<file path="config.mk">
export PLATFORM = sky130hd
export DESIGN_NAME = coap_option_encoder
export DESIGN_NICKNAME = d
export VERILOG_FILES = /design/src/design/coe_pkg.sv /design/src/design/coap_option_encoder.sv /design/src/design/coe_front.sv /design/src/design/coe_queue.sv /design/src/design/coe_back.sv
export SDC_FILE = /design/constraint.sdc
export NUM_CORES = 1
export LEC_CHECK = 0
export ABC_AREA = 0
export BUFFER_PORTS_ARGS = -buffer_cell sky130_fd_sc_hd__buf_2
export CORE_MARGIN = 2
export CORE_UTILIZATION = 51
export CTS_CLUSTER_SIZE = 40
export DETAILED_ROUTE_END_ITERATION = 10
export GPL_TIMING_DRIVEN = 0
export PLACE_DENSITY = 0.72
export REMOVE_ABC_BUFFERS = 1
export SLEW_MARGIN = 10
export SYNTH_ARGS = -nofsm -noshare
export SYNTH_HDL_FRONTEND = slang
export SYNTH_SLANG_ARGS = --single-unit
export TNS_END_PERCENT = 30
</file>
<file path="constraint.sdc">
create_clock -name clk -period 7.31 [get_ports clk]
set_input_delay 0.3655 -clock clk [delete_from_list [all_inputs] [get_ports clk]]
set_output_delay 0.3655 -clock clk [all_outputs]
set_load 0.005 [all_outputs]
</file>
<file path="src/design/coe_pkg.sv">
`timescale 1ns / 1ps

package coe_pkg;

    // request kinds on the input stream
    typedef enum logic [1:0] {
        CMD_BEGIN   = 2'd0,
        CMD_VALUE   = 2'd1,
        CMD_NEW_MSG = 2'd2,
        CMD_UNUSED  = 2'd3
    } coe_cmd_t;

    localparam logic [3:0]  EXT8_CODE  = 4'd13;
    localparam logic [3:0]  EXT16_CODE = 4'd14;
    localparam logic [15:0] EXT8_BIAS  = 16'd13;
    localparam logic [15:0] EXT16_BIAS = 16'd269;

    localparam int JOB_BYTES = 5;

    // one queued output run: bytes go out lowest first
    typedef struct packed {
        logic [8*JOB_BYTES-1:0] bytes;
        logic [2:0]             count;
        logic                   last;
        logic                   done;
        logic                   err;
    } coe_job_t;

    typedef struct packed {
        logic     valid;
        coe_job_t job;
    } coe_push_t;

endpackage

</file>
<file path="src/design/coap_option_encoder.sv">
`timescale 1ns / 1ps

// CoAP option encoder: turns begin / value / new-message requests into the
// delta/length option byte stream. A begin request yields one to five bytes
// (header, extended delta, extended length), a value request yields one
// passed-through byte, a new-message request clears the running option number
// and yields nothing. Input requests are taken at one per cycle while the run
// queue has room; the output side sends one byte per cycle while m_tready is
// high, and a stream of value requests then flows at one per cycle. A taken
// request is written into the run queue, then loaded into the back's output
// register, which drives its first byte. Errors (decreasing option number,
// value byte with none expected) give one zero byte with tlast and the error
// flag set. tlast marks the final header byte of a begin request and only the
// final value byte of an option.

module coap_option_encoder #(
    parameter int QUEUE_DEPTH = 4   // runs buffered between front and back, 2 or more
) (
    input  logic        clk,
    input  logic        rst_n,
    // input request stream
    input  logic        s_tvalid,
    output logic        s_tready,
    input  logic [39:0] s_tdata,   // option_number[15:0], option_length[31:16],
                                   // value_byte[39:32]
    input  logic [1:0]  s_tuser,   // cmd[1:0]
    // output byte stream
    output logic        m_tvalid,
    input  logic        m_tready,
    output logic [7:0]  m_tdata,   // out_byte[7:0]
    output logic        m_tlast,   // final header byte, final value byte or error byte
    output logic [1:0]  m_tuser    // option_done[0], error[1]
);
    import coe_pkg::*;

    coe_push_t push;
    coe_job_t  head;
    logic      q_full;
    logic      head_valid;
    logic      pop;

    // front: holds option number and remaining value count, builds runs
    coe_front u_front (
        .clk      (clk),
        .rst_n    (rst_n),
        .s_tvalid (s_tvalid),
        .s_tready (s_tready),
        .s_tdata  (s_tdata),
        .s_tuser  (s_tuser),
        .q_full   (q_full),
        .push     (push)
    );

    // short run queue so front and back stall independently
    coe_queue #(
        .DEPTH (QUEUE_DEPTH)
    ) u_queue (
        .clk        (clk),
        .rst_n      (rst_n),
        .push       (push),
        .full       (q_full),
        .head_valid (head_valid),
        .head       (head),
        .pop        (pop)
    );

    // back: shifts each run out a byte per cycle while m_tready is high
    coe_back u_back (
        .clk        (clk),
        .rst_n      (rst_n),
        .head_valid (head_valid),
        .head       (head),
        .pop        (pop),
        .m_tvalid   (m_tvalid),
        .m_tready   (m_tready),
        .m_tdata    (m_tdata),
        .m_tlast    (m_tlast),
        .m_tuser    (m_tuser)
    );

endmodule

</file>
<file path="src/design/coe_front.sv">
`timescale 1ns / 1ps

module coe_front (
    input  logic              clk,
    input  logic              rst_n,
    input  logic              s_tvalid,
    output logic              s_tready,
    input  logic [39:0]       s_tdata,
    input  logic [1:0]        s_tuser,
    input  logic              q_full,
    output coe_pkg::coe_push_t push
);
    import coe_pkg::*;

    typedef struct packed {
        logic [15:0] b;
        logic [1:0]  n;
    } ext_t;

    function automatic logic [3:0] nib_code(input logic [15:0] q);
        if (q < EXT8_BIAS)
            return q[3:0];
        else if (q < EXT16_BIAS)
            return EXT8_CODE;
        else
            return EXT16_CODE;
    endfunction

    // extended bytes, first emitted byte in the low bits
    function automatic ext_t ext_bytes(input logic [15:0] q);
        ext_t        e;
        logic [15:0] t;
        e = '0;
        t = '0;
        if (q < EXT8_BIAS)
        begin
            e.n = 2'd0;
        end
        else if (q < EXT16_BIAS)
        begin
            t = q - EXT8_BIAS;
            e.b = {8'd0, t[7:0]};
            e.n = 2'd1;
        end
        else
        begin
            t = q - EXT16_BIAS;
            e.b = {t[7:0], t[15:8]};
            e.n = 2'd2;
        end
        return e;
    endfunction

    logic [15:0] prev_reg, prev_next;
    logic [15:0] rem_reg, rem_next;

    logic [15:0] number, length, delta;
    logic [7:0]  vbyte;
    coe_cmd_t    cmd;
    logic        accept;
    ext_t        dext, lext;
    logic [7:0]  hdr;
    logic [39:0] hbytes;
    coe_job_t    job;
    logic        want_push;

    assign number = s_tdata[15:0];
    assign length = s_tdata[31:16];
    assign vbyte  = s_tdata[39:32];
    assign cmd    = coe_cmd_t'(s_tuser);

    assign s_tready = !q_full;
    assign accept   = s_tvalid && s_tready;

    assign delta = number - prev_reg;
    assign dext  = ext_bytes(delta);
    assign lext  = ext_bytes(length);
    assign hdr   = {nib_code(delta), nib_code(length)};

    always_comb
    begin
        hbytes = {32'd0, hdr} | {16'd0, dext.b, 8'd0};
        case (dext.n)
            2'd0:    hbytes = hbytes | {16'd0, lext.b, 8'd0};
            2'd1:    hbytes = hbytes | {8'd0, lext.b, 16'd0};
            2'd2:    hbytes = hbytes | {lext.b, 24'd0};
            default: hbytes = hbytes;
        endcase
    end

    always_comb
    begin
        prev_next = prev_reg;
        rem_next  = rem_reg;
        want_push = 1'b0;
        // error run by default: one zero byte flagged
        job       = '0;
        job.count = 3'd1;
        job.last  = 1'b1;
        job.err   = 1'b1;
        case (cmd)
            CMD_BEGIN:
            begin
                want_push = 1'b1;
                if (number >= prev_reg)
                begin
                    job.bytes = hbytes;
                    job.count = 3'd1 + {1'b0, dext.n} + {1'b0, lext.n};
                    job.done  = (length == 16'd0);
                    job.err   = 1'b0;
                    prev_next = number;
                    rem_next  = length;
                end
            end
            CMD_VALUE:
            begin
                want_push = 1'b1;
                if (rem_reg != 16'd0)
                begin
                    // value bytes carry last only on the option's final byte
                    job.bytes = {32'd0, vbyte};
                    job.last  = (rem_reg == 16'd1);
                    job.done  = (rem_reg == 16'd1);
                    job.err   = 1'b0;
                    rem_next  = rem_reg - 16'd1;
                end
            end
            CMD_NEW_MSG:
            begin
                prev_next = '0;
                rem_next  = '0;
            end
            default:
            begin
                want_push = 1'b0;
            end
        endcase
    end

    assign push.valid = accept && want_push;
    assign push.job   = job;

    always_ff @(posedge clk or negedge rst_n)
    begin
        if (!rst_n)
        begin
            prev_reg <= '0;
            rem_reg  <= '0;
        end
        else if (accept)
        begin
            prev_reg <= prev_next;
            rem_reg  <= rem_next;
        end
    end

endmodule

</file>
<file path="src/design/coe_queue.sv">
`timescale 1ns / 1ps

module coe_queue #(
    parameter int DEPTH = 4
) (
    input  logic               clk,
    input  logic               rst_n,
    input  coe_pkg::coe_push_t push,
    output logic               full,
    output logic               head_valid,
    output coe_pkg::coe_job_t  head,
    input  logic               pop
);
    import coe_pkg::*;

    localparam int PW = $clog2(DEPTH);
    localparam int CW = $clog2(DEPTH + 1);

    coe_job_t      entry_reg [DEPTH];
    logic [PW-1:0] wr_ptr_reg, wr_ptr_next;
    logic [PW-1:0] rd_ptr_reg, rd_ptr_next;
    logic [CW-1:0] count_reg, count_next;
    logic          do_pop;

    assign full       = (count_reg == CW'(DEPTH));
    assign head_valid = (count_reg != '0);
    assign head       = entry_reg[rd_ptr_reg];
    assign do_pop     = pop && head_valid;

    always_comb
    begin
        wr_ptr_next = wr_ptr_reg;
        rd_ptr_next = rd_ptr_reg;
        count_next  = count_reg;
        if (push.valid)
            wr_ptr_next = (wr_ptr_reg == PW'(DEPTH - 1)) ? '0 : wr_ptr_reg + 1'b1;
        if (do_pop)
            rd_ptr_next = (rd_ptr_reg == PW'(DEPTH - 1)) ? '0 : rd_ptr_reg + 1'b1;
        if (push.valid && !do_pop)
            count_next = count_reg + 1'b1;
        else if (!push.valid && do_pop)
            count_next = count_reg - 1'b1;
    end

    always_ff @(posedge clk or negedge rst_n)
    begin
        if (!rst_n)
        begin
            wr_ptr_reg <= '0;
            rd_ptr_reg <= '0;
            count_reg  <= '0;
        end
        else
        begin
            wr_ptr_reg <= wr_ptr_next;
            rd_ptr_reg <= rd_ptr_next;
            count_reg  <= count_next;
        end
    end

    always_ff @(posedge clk)
    begin
        if (push.valid)
            entry_reg[wr_ptr_reg] <= push.job;
    end

endmodule

</file>
<file path="src/design/coe_back.sv">
`timescale 1ns / 1ps

module coe_back (
    input  logic              clk,
    input  logic              rst_n,
    input  logic              head_valid,
    input  coe_pkg::coe_job_t head,
    output logic              pop,
    output logic              m_tvalid,
    input  logic              m_tready,
    output logic [7:0]        m_tdata,
    output logic              m_tlast,
    output logic [1:0]        m_tuser
);
    import coe_pkg::*;

    logic [8*JOB_BYTES-1:0] bytes_reg;
    logic [2:0]             cnt_reg;
    logic                   last_reg;
    logic                   done_reg;
    logic                   err_reg;
    logic                   run_end;
    logic                   advance;
    logic                   load;

    assign run_end  = (cnt_reg == 3'd1);
    assign m_tvalid = (cnt_reg != 3'd0);
    assign m_tdata  = bytes_reg[7:0];
    assign m_tlast  = run_end && last_reg;
    assign m_tuser  = {err_reg, done_reg && run_end};

    assign advance = m_tvalid && m_tready;
    // take the next run when empty or when the final byte leaves
    assign load    = !m_tvalid || (advance && run_end);
    assign pop     = load && head_valid;

    always_ff @(posedge clk or negedge rst_n)
    begin
        if (!rst_n)
        begin
            cnt_reg <= 3'd0;
        end
        else if (load)
        begin
            cnt_reg <= head_valid ? head.count : 3'd0;
        end
        else if (advance)
        begin
            cnt_reg <= cnt_reg - 3'd1;
        end
    end

    always_ff @(posedge clk)
    begin
        if (pop)
        begin
            bytes_reg <= head.bytes;
            last_reg  <= head.last;
            done_reg  <= head.done;
            err_reg   <= head.err;
        end
        else if (advance)
        begin
            bytes_reg <= {8'd0, bytes_reg[8*JOB_BYTES-1:8]};
        end
    end

endmodule

</file>
==> flow_summary_export.csv <==
group,metric,value,unit
clocking,cts_tree,"yes",
yosys,yosysSeqAreaShare,58.74,%
sta,worstMarginPinSlew,1118,ps
power,swShare,35.24,%
power,sequentialPowerShare,38.6,%
power,p_leak,5.519,nW
grt,antenna_found_initial,0,
setup_path,end_kind,"flop",
die,start_util,51.69,%
status,status,"finished clean",
sta,finClkSkew,17.53,ps
yosys,synthTopCellsByArea,"edfxtp_1, dfrtp_1, mux4_2",
yosys,ys_ff_latch,269,
route,drc,0,
clocking,htreeDepth,1,
placed_design,dp.cells,1406,
yosys,yosysUniqueCellTypes,87,
setup_path,cp_max_fo,18,
die,dieArea,0.02757,mm2
yosys,syn_area,0.01339,mm2
sta,fin_crit,4540,ps
route,vias,8626,
setup_path,r2r-start,"u_front.prev_reg[0]",
clocking,cts_buffers,29,
placed_design,port_buffers,58,
placed_design,gp_congestion,0.9085,
setup_path,critical_path.max_stage_delay,590,ps
power,power_density,398.6,mW/mm2
die,io_pins,59,
route,drtAntennaViolNets,0,
layout,drive_gt1_share,17.44,%
layout,area_delta_synth_final,11.67,%
flow_run,maxCapViolCount,0,
setup_path,cp_slowest_cell,"nand4_1",
route,drt_iter0_drc,676,
sta,hold_viol_final,0,
setup_path,timing.rr.end,"u_queue.entry_reg[3][4]",
sta,setup_viol,0,
layout,final_nets,1188,
power,switchingPower,0.002101,W
grt,overflow,0,
yosys,syn_inst,1058,
clocking,clk_latency,560,ps
clocking,clockBufferDepth,3,
grt,grt_max_degree,48,
worst_hold_path,hold_path_class,"in2reg",
yosys,yosysWarningCount,0,
clocking,root_buffer,"clkbuf_16",
route,wl_per_cell,20.01,um
setup_path,worstSetupStartpoint,"u_front.prev_reg[0]",
setup_path,arrival,4790,ps
sta,slew_headroom,25.25,%
power,p_int,0.003861,W
grt,grt_usage,21.21,%
route,dr.pass1.iters,5,
setup_path,critical_path.startpoint_type,"flop",
yosys,dominantRegCellSynth,"edfxtp_1",
die,core,0.02591,mm2
route,via_per_inst,5.912,
layout,layout.cells.non_filler,1459,
grt,grt_pass1_vias,8593,
setup_path,reg2reg_slack,2770,ps
setup_path,crit_type,"reg2reg",
placed_design,place_hpwl,19510,um
setup_path,critPathRequiredTime,7560,ps
die,rows,59,
yosys,yosysTopAreaCellShare,50.90,%
power,ir_worst_vdd,0.3161,mV
grt,grt_pass1_wl,46350,um
sta,report.final.slew_viol_count,0,
sta,holdWs,70.29,ps
setup_path,rr_worst_depth,13,
layout,largest_reg_flops,184,
placed_design,placed_cell_area,0.01402,mm2
sta,fmax,220.3,MHz
setup_path,crit_path_cell_trace,"ha_1 -> fa_1 -> nor2b_1 -> o22ai_2 -> o21ai_0 -> o21ai_0 -> nand3_1 -> nand4_1 -> nor2_8 -> nand2_1 -> ha_1 -> fa_1 -> nor2_1",
die,die_w,166.1,um
route,drt-total-wl,29200,um
layout,insertedDiodeCount,0,
clocking,clkTransAtPathRegs,60,ps
sta,fin_setup_tns,0,ps
yosys,synthArstFlopShare,15.61,%
clocking,cts_setup_buffers,0,
sta,rsz0062_at_grt,"no",
setup_path,endpoint,"u_queue.entry_reg[3][4]",
clocking,clock-sinks,269,
yosys,synth-edff-count,227,
yosys,avgSynthCellArea,12.66,um2
die,die_h,166.1,um
yosys,synth_area_leader_cell,"edfxtp_1",
power,p_clk_share,23.9,%
layout,fin_area,0.01496,mm2
sta,fin_crit_sh,62.11,%
power,p_comb_share,37.5,%
routing by layer:
metal  global-route usage (%)  wire length, um  up-vias
met2                    34.33            13920      261
met3                    3.622             1717       54
met4                    7.864             1055        0
li1                         -                -     4053
met1                    29.13            12510     4258
met5                        0                0        -
cell families (layout without fill, tap and decap cells):
| kind of cell | count (synthesis) | after routing | synth area share, % |
|---|---|---|---|
| DFF | 269 | 269 | 58.74 |
| AOI/OAI and AO/OA | 209 | 209 | 10.48 |
| and+or+nand+nor | 368 | 368 | 13.68 |
| muxes | 53 | 53 | 8.287 |
| adders and majority gates | 39 | 39 | 3.812 |
| buffers and inverters | 93 | 159 | 3.232 |
| xor gates and xnor gates | 27 | 27 | 1.766 |
cell usage after synthesis (all sizes together) (25+ instances only):
cell and n:
a21oi 43, buf 27, clkbuf 25, dfrtp 42, edfxtp 227, ha 36, inv 39, mux4 46
nand2 149, nor2 70, nor3 31, o21ai 73
critical path: cells and delay by family, from the launching register on:
kind	cells	cell delay [ps]
AOI/OAI and AO/OA	3	610
adders and majority gates	4	1360
DFF	1	380
and+or+nand+nor	6	1850
metrics by stage:
stage | setup WS, ps | total power, W | utilization (%)
finish | 2770 | 0.005962 | 57.72
global route | 2418 | 0.006315 | 57.72
CTS | 2825 | 0.005998 | 57.72
detailed placement | 2705 | 0.004562 | 54.12
global placement | -1593 | 0.004459 | 53.35
floorplan | 2440 | 0.003899 | -
what timing repair did:
action / CTS / global route
endpoints found under the hold margin: 1 / 0
hold buffers: 1 / 0
gates resized for setup: 0 / 0
cells in the final DEF, fill, tap and decap left out, types with 18 or more instances in the layout:
cell type / instances
edfxtp_1: 227
dfrtp_1: 40
ha_1: 36
a21oi_1: 40
clkbuf_16: 29
o21ai_0: 71
mux4_2: 46
nand2_1: 147
nand3b_1: 18
inv_1: 39
nor3_1: 27
nor2_1: 68
buf_2: 58
power groups by stage:
stage	Sequential, W	Clock (W)	Combinational [W]
final	0.00230	0.00143	0.00223
after global routing	0.00234	0.00150	0.00247
after CTS	0.00231	0.00145	0.00224
after detailed placement	0.00234	0	0.00223
after global placement	0.00240	0	0.00206
after floorplan	0.00233	0	0.00157
worst min-delay path by stage:
| stage | startpoint | end | slack (ps) | cells past startpoint |
|---|---|---|---|---|
| after floorplan | rst_n | u_back.cnt_reg[0] | 70 | 0 |
| after global routing | s_tdata[11] | u_front.prev_reg[11] | 80 | 3 |
| after detailed placement | u_front.rem_reg[7] | u_front.rem_reg[7] | 500 | 2 |
| after global placement | u_front.rem_reg[10] | u_front.rem_reg[10] | 490 | 2 |
| final | s_tdata[8] | u_front.prev_reg[8] | 70 | 3 |
| after CTS | s_tdata[15] | u_front.prev_reg[15] | 50 | 3 |
area by class of cell:
cell class | count | area (um2)
fill | 2086 | 10960
sequential | 269 | 7873
multi-input combinational | 696 | 5145
clock buffer | 35 | 748.2
timing repair buffer | 66 | 440.4
tap | 335 | 419.2
clock inverter | 17 | 175.2
inverter | 41 | 155.1
Note: power is estimated with default switching activity, not from simulation.
